--- config.mk ---
export PLATFORM = sky130hd
export DESIGN_NAME = btr_alu
export DESIGN_NICKNAME = d
export VERILOG_FILES = /design/src/rtl/btr_pkg.sv /design/src/rtl/btr_alu.sv
export SDC_FILE = /design/constraint.sdc
export NUM_CORES = 1
export LEC_CHECK = 0
export BUFFER_PORTS_ARGS = -buffer_cell sky130_fd_sc_hd__buf_4
export CAP_MARGIN = 10
export CELL_PAD_IN_SITES_DETAIL_PLACEMENT = 0
export CELL_PAD_IN_SITES_GLOBAL_PLACEMENT = 1
export CORE_MARGIN = 1
export CORE_UTILIZATION = 32
export DETAILED_ROUTE_END_ITERATION = 8
export PLACE_DENSITY = 0.95
export REMOVE_ABC_BUFFERS = 1
export SETUP_SLACK_MARGIN = 0.15
export SLEW_MARGIN = 20
export SYNTH_ARGS = -nofsm -noshare
export SYNTH_HDL_FRONTEND = slang
export SYNTH_SLANG_ARGS = --single-unit
--- constraint.sdc ---
create_clock -name vclk -period 4.7
set_input_delay 0.47 -clock vclk [all_inputs]
set_output_delay 0.47 -clock vclk [all_outputs]
set_load 0.005 [all_outputs]
--- src/rtl/btr_pkg.sv ---
// ----------------------------------------------------------------------------
// btr_pkg
// Shared types, constants and helpers of the bitmap text row renderer.
// ----------------------------------------------------------------------------
package btr_pkg;

  localparam int unsigned GLYPH_COUNT = 96;
  localparam int unsigned MAX_ROWS    = 16;
  localparam int unsigned TABLE_DEPTH = 1536;
  localparam int unsigned ADDR_W      = 11;
  localparam int unsigned SUM_W       = 17;
  localparam int unsigned ACC_W       = 13;

  localparam logic [7:0] FIRST_GLYPH  = 8'd32;
  localparam logic [7:0] NEWLINE_CODE = 8'd10;

  typedef enum logic [1:0] {
    KIND_CHAR   = 2'd0,
    KIND_CURSOR = 2'd1,
    KIND_TABLE  = 2'd2
  } kind_t;

  typedef enum logic [1:0] {
    REG_GLYPH_WIDTH  = 2'd0,
    REG_GLYPH_HEIGHT = 2'd1,
    REG_CLIP_LEFT    = 2'd2,
    REG_CLIP_RIGHT   = 2'd3
  } cfg_reg_t;

  typedef enum logic [3:0] {
    ST_IDLE,
    ST_DECODE,
    ST_NEWLINE,
    ST_MUL,
    ST_CHECK,
    ST_FETCH,
    ST_ROW,
    ST_ADVANCE,
    ST_WRAP
  } state_t;

  typedef struct packed {
    kind_t       kind;
    logic [7:0]  char_code;
    logic [15:0] pos_x;
    logic [15:0] pos_y;
    logic [10:0] table_index;
    logic [15:0] table_word;
  } in_t;

  typedef struct packed {
    logic [15:0] row_x;
    logic [15:0] row_y;
    logic [15:0] pixel_mask;
    logic        last_row;
  } out_t;

  typedef struct packed {
    logic [SUM_W-1:0] a;
    logic [SUM_W-1:0] b;
    logic [SUM_W-1:0] lim;
  } alu_req_t;

  typedef struct packed {
    logic [SUM_W-1:0] sum;
    logic             gt;
  } alu_rsp_t;

  typedef struct packed {
    logic              wr_en;
    logic [ADDR_W-1:0] wr_addr;
    logic [15:0]       wr_data;
    logic              rd_en;
    logic [ADDR_W-1:0] rd_addr;
  } mem_req_t;

  // keeps the top w bits of a row word, msb is the leftmost pixel
  function automatic logic [15:0] width_mask(input logic [4:0] w);
    logic [15:0] m;
    if (w >= 5'd16) begin
      m = 16'hFFFF;
    end else begin
      m = ~(16'hFFFF >> w);
    end
    return m;
  endfunction

endpackage

--- src/rtl/btr_alu.sv ---
// ----------------------------------------------------------------------------
// btr_alu
// Shared adder with limit compare, used by all but idle, decode, fetch step.
// ----------------------------------------------------------------------------
module btr_alu (
  input  btr_pkg::alu_req_t req,
  output btr_pkg::alu_rsp_t rsp
);

  always_comb begin
    rsp.sum = req.a + req.b;
    rsp.gt  = (rsp.sum > req.lim);
  end

endmodule

# After elaboration in Yosys (flattened, before gate mapping)
# Cells that the tools add are included.
classes:
  add_sub_neg: 1
  n_lt_le_gt_ge: 1
ops:
  columns: ["op", "n"]
  rows:
  - ["17-bit adder", 1]
  - ["17-bit > comparator", 1]
word_totals:
  regBits: 0
  word_cells: 2

# Longest topological paths before layout
# Gate-level depths: netlist of run 1.
logic_depth:
  word_depth: 2
  depth_mapped: 13
  mapped_depth_nobuf: 13

# Worst setup path after synthesis of run 1
# OpenSTA, ideal clock, no wires.
synth_path:
  path_type: "in2out"
  startpoint: "input req[17] in the netlist's numbering"
  endpoint: "output rsp[0] in the netlist's numbering"
  arrival_time_ps: 3497
  t_required_ps: 4230
  stages: 13
  path_slack_ps: 733
  cell_sequence: "ha_1 -> fa_1 -> a211oi_1 -> nor3_2 -> o41ai_2 -> o21ai_0 -> xor2_1 -> ha_1 -> nand4_1 -> or4_1 -> o22ai_1 -> nor2_1 -> a21oi_1"
synth_lines:
  columns: ["item", "line_no", "rtl"]
  rows:
  - ["start: declaration", "btr_alu.sv:6", "input btr_pkg::alu_req_t req,"]
  - ["end: declaration", "btr_alu.sv:7", "output btr_pkg::alu_rsp_t rsp"]

==> flow_summary.yaml, run 1 <==
die:
  fp.dieH_microns: 64.97
  start_util: 0.3389
  rows: 22
  die_area_sq_um: 4220
  ios: 69
  die_width_microns: 64.97
  core_sq_um: 3744
placed_design:
  dpl_cell_area_sq_um: 1839
  place_congestion: 0.7985
  dp.final_hpwl_mm: 3.060
  portBuffers: 69
timing:
  fin_tns_setup_ns: 0
  slew_viol_final: 0
  period_share: 0.9143
  rsz0062_at_grt: "false"
  max-slew-margin-rel: 0.6963
  period_needed_ns: 4.297
  hold_violations: 0
  setup_viol_count_final: 0
  max_freq_mhz: 232.7
  max_slew.worst_pin.slew_ns: 0.4507
critical_path:
  path_class: "in -> out"
  cpMaxStageDelayCell: "or4_1"
  crit_arrival_ns: 3.83
  path_cells: "buf_4, ha_1, fa_1, a211oi_2, nor3_2, o41ai_2, o21ai_0, xor2_1, ha_1, nand4_1, or4_1, o22ai_1, nor2_1, a21oi_1, buf_4"
  crit_path_max_fanout: 3
  endpoint_kind: "output port"
  critPathRequiredTime_ns: 4.23
  cpPeakStageDelay_ns: 0.53
  cp-start-kind: "input port"
logic_synthesis:
  postSynthAreaPerCell_sq_um: 7.463
  synthesis.area_sq_um: 1269
  ys_warn_count: 0
  synth_area_leaders: "ha_1 (33%), a21oi_1 (8.3%), xnor2_1 (6.9%), inv_1 (6.2%), o21ai_0 (4.3%)"
  synth_top_area_frac: 0.3254
  yosys.area.top_type: "ha_1"
  yosysSeqAreaShare: 0
  ys_types: 37
  syn_inst: 170
global_routing:
  grt_max_degree: 10
  overflow: 0
  grt_pass1_vias: 1399
  grt_pass1_wl_mm: 5.699
  grt_antenna_before_repair: 0
  grt_usage: 0.1625
detailed_routing:
  postRouteWirelength_mm: 3.447
  routedWlPerCell_microns: 12.09
  viasPerCell: 5.067
  first_pass_iters: 4
  drt-initial-drc-count: 47
  via_count: 1444
  antenna_left: 0
  drc: 0
cells_and_area:
  regArea_sq_um: 0
  nets: 324
  layout_commonest_cell: "buf_4"
  multi_input_area_sq_um: 1187
  nClkBuffers: 0
  syn_to_final_growth_pct: 45.36
  final_cell_mix: "buf_4 (69), ha_1 (33), inv_1 (21), a21oi_1 (21), o21ai_0 (11)"
  final_layout_size_suffix_gt1_frac: 0.3333
  fillCellCount: 405
  nFlopsAndLatches: 0
  final_area_sq_um: 1844
  insertedDiodeCount: 0
flow_run:
  max-cap-violations: 0
power:
  power_density_nw_per_um2: 160.8
  p_leak_uw: 0.0009658
  ir_worst_vdd_uv: 73.19
hold_path:
  hp-class: "in -> out"
status:
  status: "finished clean"
clock_tree:
  ctsHoldBuffers: 0
==> layout make-up <==
| cell class | count | share of cell area |
|---|---|---|
| well taps | 48 | 0.03256 |
| multi-input cells | 147 | 0.6438 |
| repair buffers | 69 | 0.2809 |
| inverters | 21 | 0.04274 |
==> worst max-delay path, delay by kind of cell <==
kind / cells / cell delay (ns)
and+or+nand+nor: 4 / 0.80
AOI/OAI and AO/OA: 5 / 1.13
xor gates and xnor gates: 1 / 0.18
buffers and inverters: 2 / 0.23
adders and majority gates: 3 / 1.01
==> per-stage QoR <==
step,total power (uW),setup slack (ns),utilization,hold WS (ns),std cells
floorplan,174.7,0.7327,-,1.064,168
global placement,292.6,0.3730,0.4913,1.248,285
detailed placement,295.0,0.3309,0.4913,1.255,285
CTS,297.3,0.3051,0.4913,1.256,285
global route,333.4,0.1829,0.4926,1.271,285
finish,296.5,0.4030,0.4926,1.254,285
==> power by group <==
part,total (uW),internal (uW),switching [uW]
clock network,0,0,0
logic,296,154,143
registers,0,0,0
==> repair_timing <==
item	CTS	global route
buffers inserted	0	0
gates resized for setup	0	1
setup endpoints to repair	0	1
==> per-layer routing <==
layer / GRT usage / up-vias / wire length (microns)
met3: 0.02113 / 0 / 247
met2: 0.2956 / 46 / 1639
met4: 0 / 0 / 0
li1: - / 765 / -
met1: 0.2129 / 633 / 1560
met5: 0 / - / 0
==> logic make-up after synthesis <==
logic type	synth area share
mux	0.01578
compound gates	0.3215
simple gates	0.1568
xor+xnor	0.09664
buf+inv	0.06805
fa+ha+maj	0.3412
==> synth_stat cells (2+ instances only) <==
master and number:
ha_1 33, a21oi_1 21, inv_1 21, o21ai_0 11, nor2_1 10, xnor2_1 10, nand2_1 7, nand3_1 6
nand4_1 5, a211oi_1 4, a21o_1 4, o21a_1 4, xor2_1 4, nor3_1 3, clkbuf_1 2, mux2i_1 2
o211ai_1 2, o21bai_1 2
==> path summary, 6_finish.rpt <==
check	from	endpoint	slack (ns)	depth (start not counted)
worst max-delay path	req[17]	rsp[0]	0.40	15
worst min-delay path	req[34]	rsp[1]	1.25	3
Note: power is estimated with default switching activity, not from simulation.
==> inputs of run 2 (changes only) <==
Clock period 4.7 ns to 4.58 ns, I/O delays scaled along.
==> flow_summary.yaml, run 2 (synthesis results as in run 1) <==
status:
  status: "finished clean"
detailed_routing:
  via_count: 1457
  routedWlPerCell_microns: 12.16
  viasPerCell: 5.112
  postRouteWirelength_mm: 3.465
  antenna_left: 0
  drt-initial-drc-count: 58
  first_pass_iters: 4
  drc: 0
cells_and_area:
  nFlopsAndLatches: 0
  final_cell_mix: "buf_4 (69), ha_1 (33), inv_1 (21), a21oi_1 (21), o21ai_0 (11)"
  nets: 324
  insertedDiodeCount: 0
  utilization: 0.4926
  layout_commonest_cell: "buf_4"
  regArea_sq_um: 0
  nClkBuffers: 0
  syn_to_final_growth_pct: 45.36
  stdcell_count: 285
  final_layout_size_suffix_gt1_frac: 0.3333
critical_path:
  endpoint_kind: "output port"
  crit_path_max_fanout: 3
  critPathRequiredTime_ns: 4.12
  crit_arrival_ns: 3.75
  cp-start-kind: "input port"
  path_class: "in -> out"
placed_design:
  placed_cells: 285
  place_congestion: 0.7986
  dp.final_hpwl_mm: 3.062
  portBuffers: 69
hold_path:
  hold_depth: 3
  hp-class: "in -> out"
  min_to: "rsp[1]"
  min_from: "req[34]"
timing:
  hold_violations: 0
  rsz0062_at_grt: "false"
  max_freq_mhz: 237.9
  period_needed_ns: 4.204
  slew_viol_final: 0
  max_slew.worst_pin.slew_ns: 0.4507
  setup_viol_count_final: 0
  period_share: 0.9179
  max-slew-margin-rel: 0.6963
  fin_tns_setup_ns: 0
die:
  die_width_microns: 64.97
  die_area_sq_um: 4220
  ios: 69
  fp.dieH_microns: 64.97
  start_util: 0.3389
  core_sq_um: 3744
  rows: 22
clock_tree:
  ctsHoldBuffers: 0
  post_cts_resized: 0
  cts_setup_buffers: 0
global_routing:
  grt_antenna_before_repair: 0
  grt_pass1_wl_mm: 5.671
  grt_usage: 0.1618
  grt_pass1_vias: 1388
  overflow: 0
  grt_max_degree: 10
power:
  ir_worst_vdd_uv: 75.15
  p_leak_uw: 0.0009657
  power_density_nw_per_um2: 165.2
flow_run:
  max-cap-violations: 0
==> run 2: stage by stage <==
stage | worst slack, ns | power, uW | hold slack, ns | instance area [sq um]
2_1_floorplan | 0.6367 | 179.3 | 1.040 | 1261
3_3_place_gp | 0.2769 | 300.3 | 1.224 | 1839
3_5_place_dp | 0.2349 | 302.7 | 1.231 | 1839
4_1_cts | 0.2091 | 305.1 | 1.231 | 1839
5_1_grt | 0.1695 | 341.9 | 1.247 | 1844
6_report | 0.3760 | 304.7 | 1.229 | 1844
==> run 2: worst max-delay path by stage <==
stage,cells past startpoint,slack [ns],startpoint,to
3_3_place_gp,15,0.28,req[17],rsp[0]
4_1_cts,15,0.21,req[17],rsp[0]
6_report,15,0.38,req[17],rsp[0]
5_1_grt,15,0.17,req[17],rsp[0]
2_1_floorplan,13,0.64,req[17],rsp[0]
3_5_place_dp,15,0.23,req[17],rsp[0]
==> run 2: critical path, stage by stage <==
cell	delay, ns
buf_4	0.11
ha_1	0.23
fa_1	0.44
a211oi_2	0.30
nor3_2	0.11
o311ai_2	0.34
nor2_1	0.09
a211oi_1	0.36
ha_1	0.21
nand4_1	0.11
or4_1	0.55
o22ai_1	0.14
nor2_1	0.05
a21oi_1	0.13
buf_4	0.12
==> run 2: where the power goes <==
group	switching (uW)	leakage (uW)	internal [uW]	total [uW]
sequential	0	0	0	0
clock	0	0	0	0
combinational	147	0.000966	158	305
total	147	0.000966	158	305
==> run 2: final cells by class <==
| cell class | count | area (sq um) |
|---|---|---|
| multi-input combinational | 147 | 1187 |
| timing repair buffer | 69 | 518.0 |
| tap | 48 | 60.06 |
| inverter | 21 | 78.83 |
| fill | 399 | 1899 |
==> run 2: per-layer routing <==
metal	global-route usage	routed length, microns
met5	0	0
met4	0	0
met3	0.02113	256
met2	0.2943	1646
met1	0.2119	1561
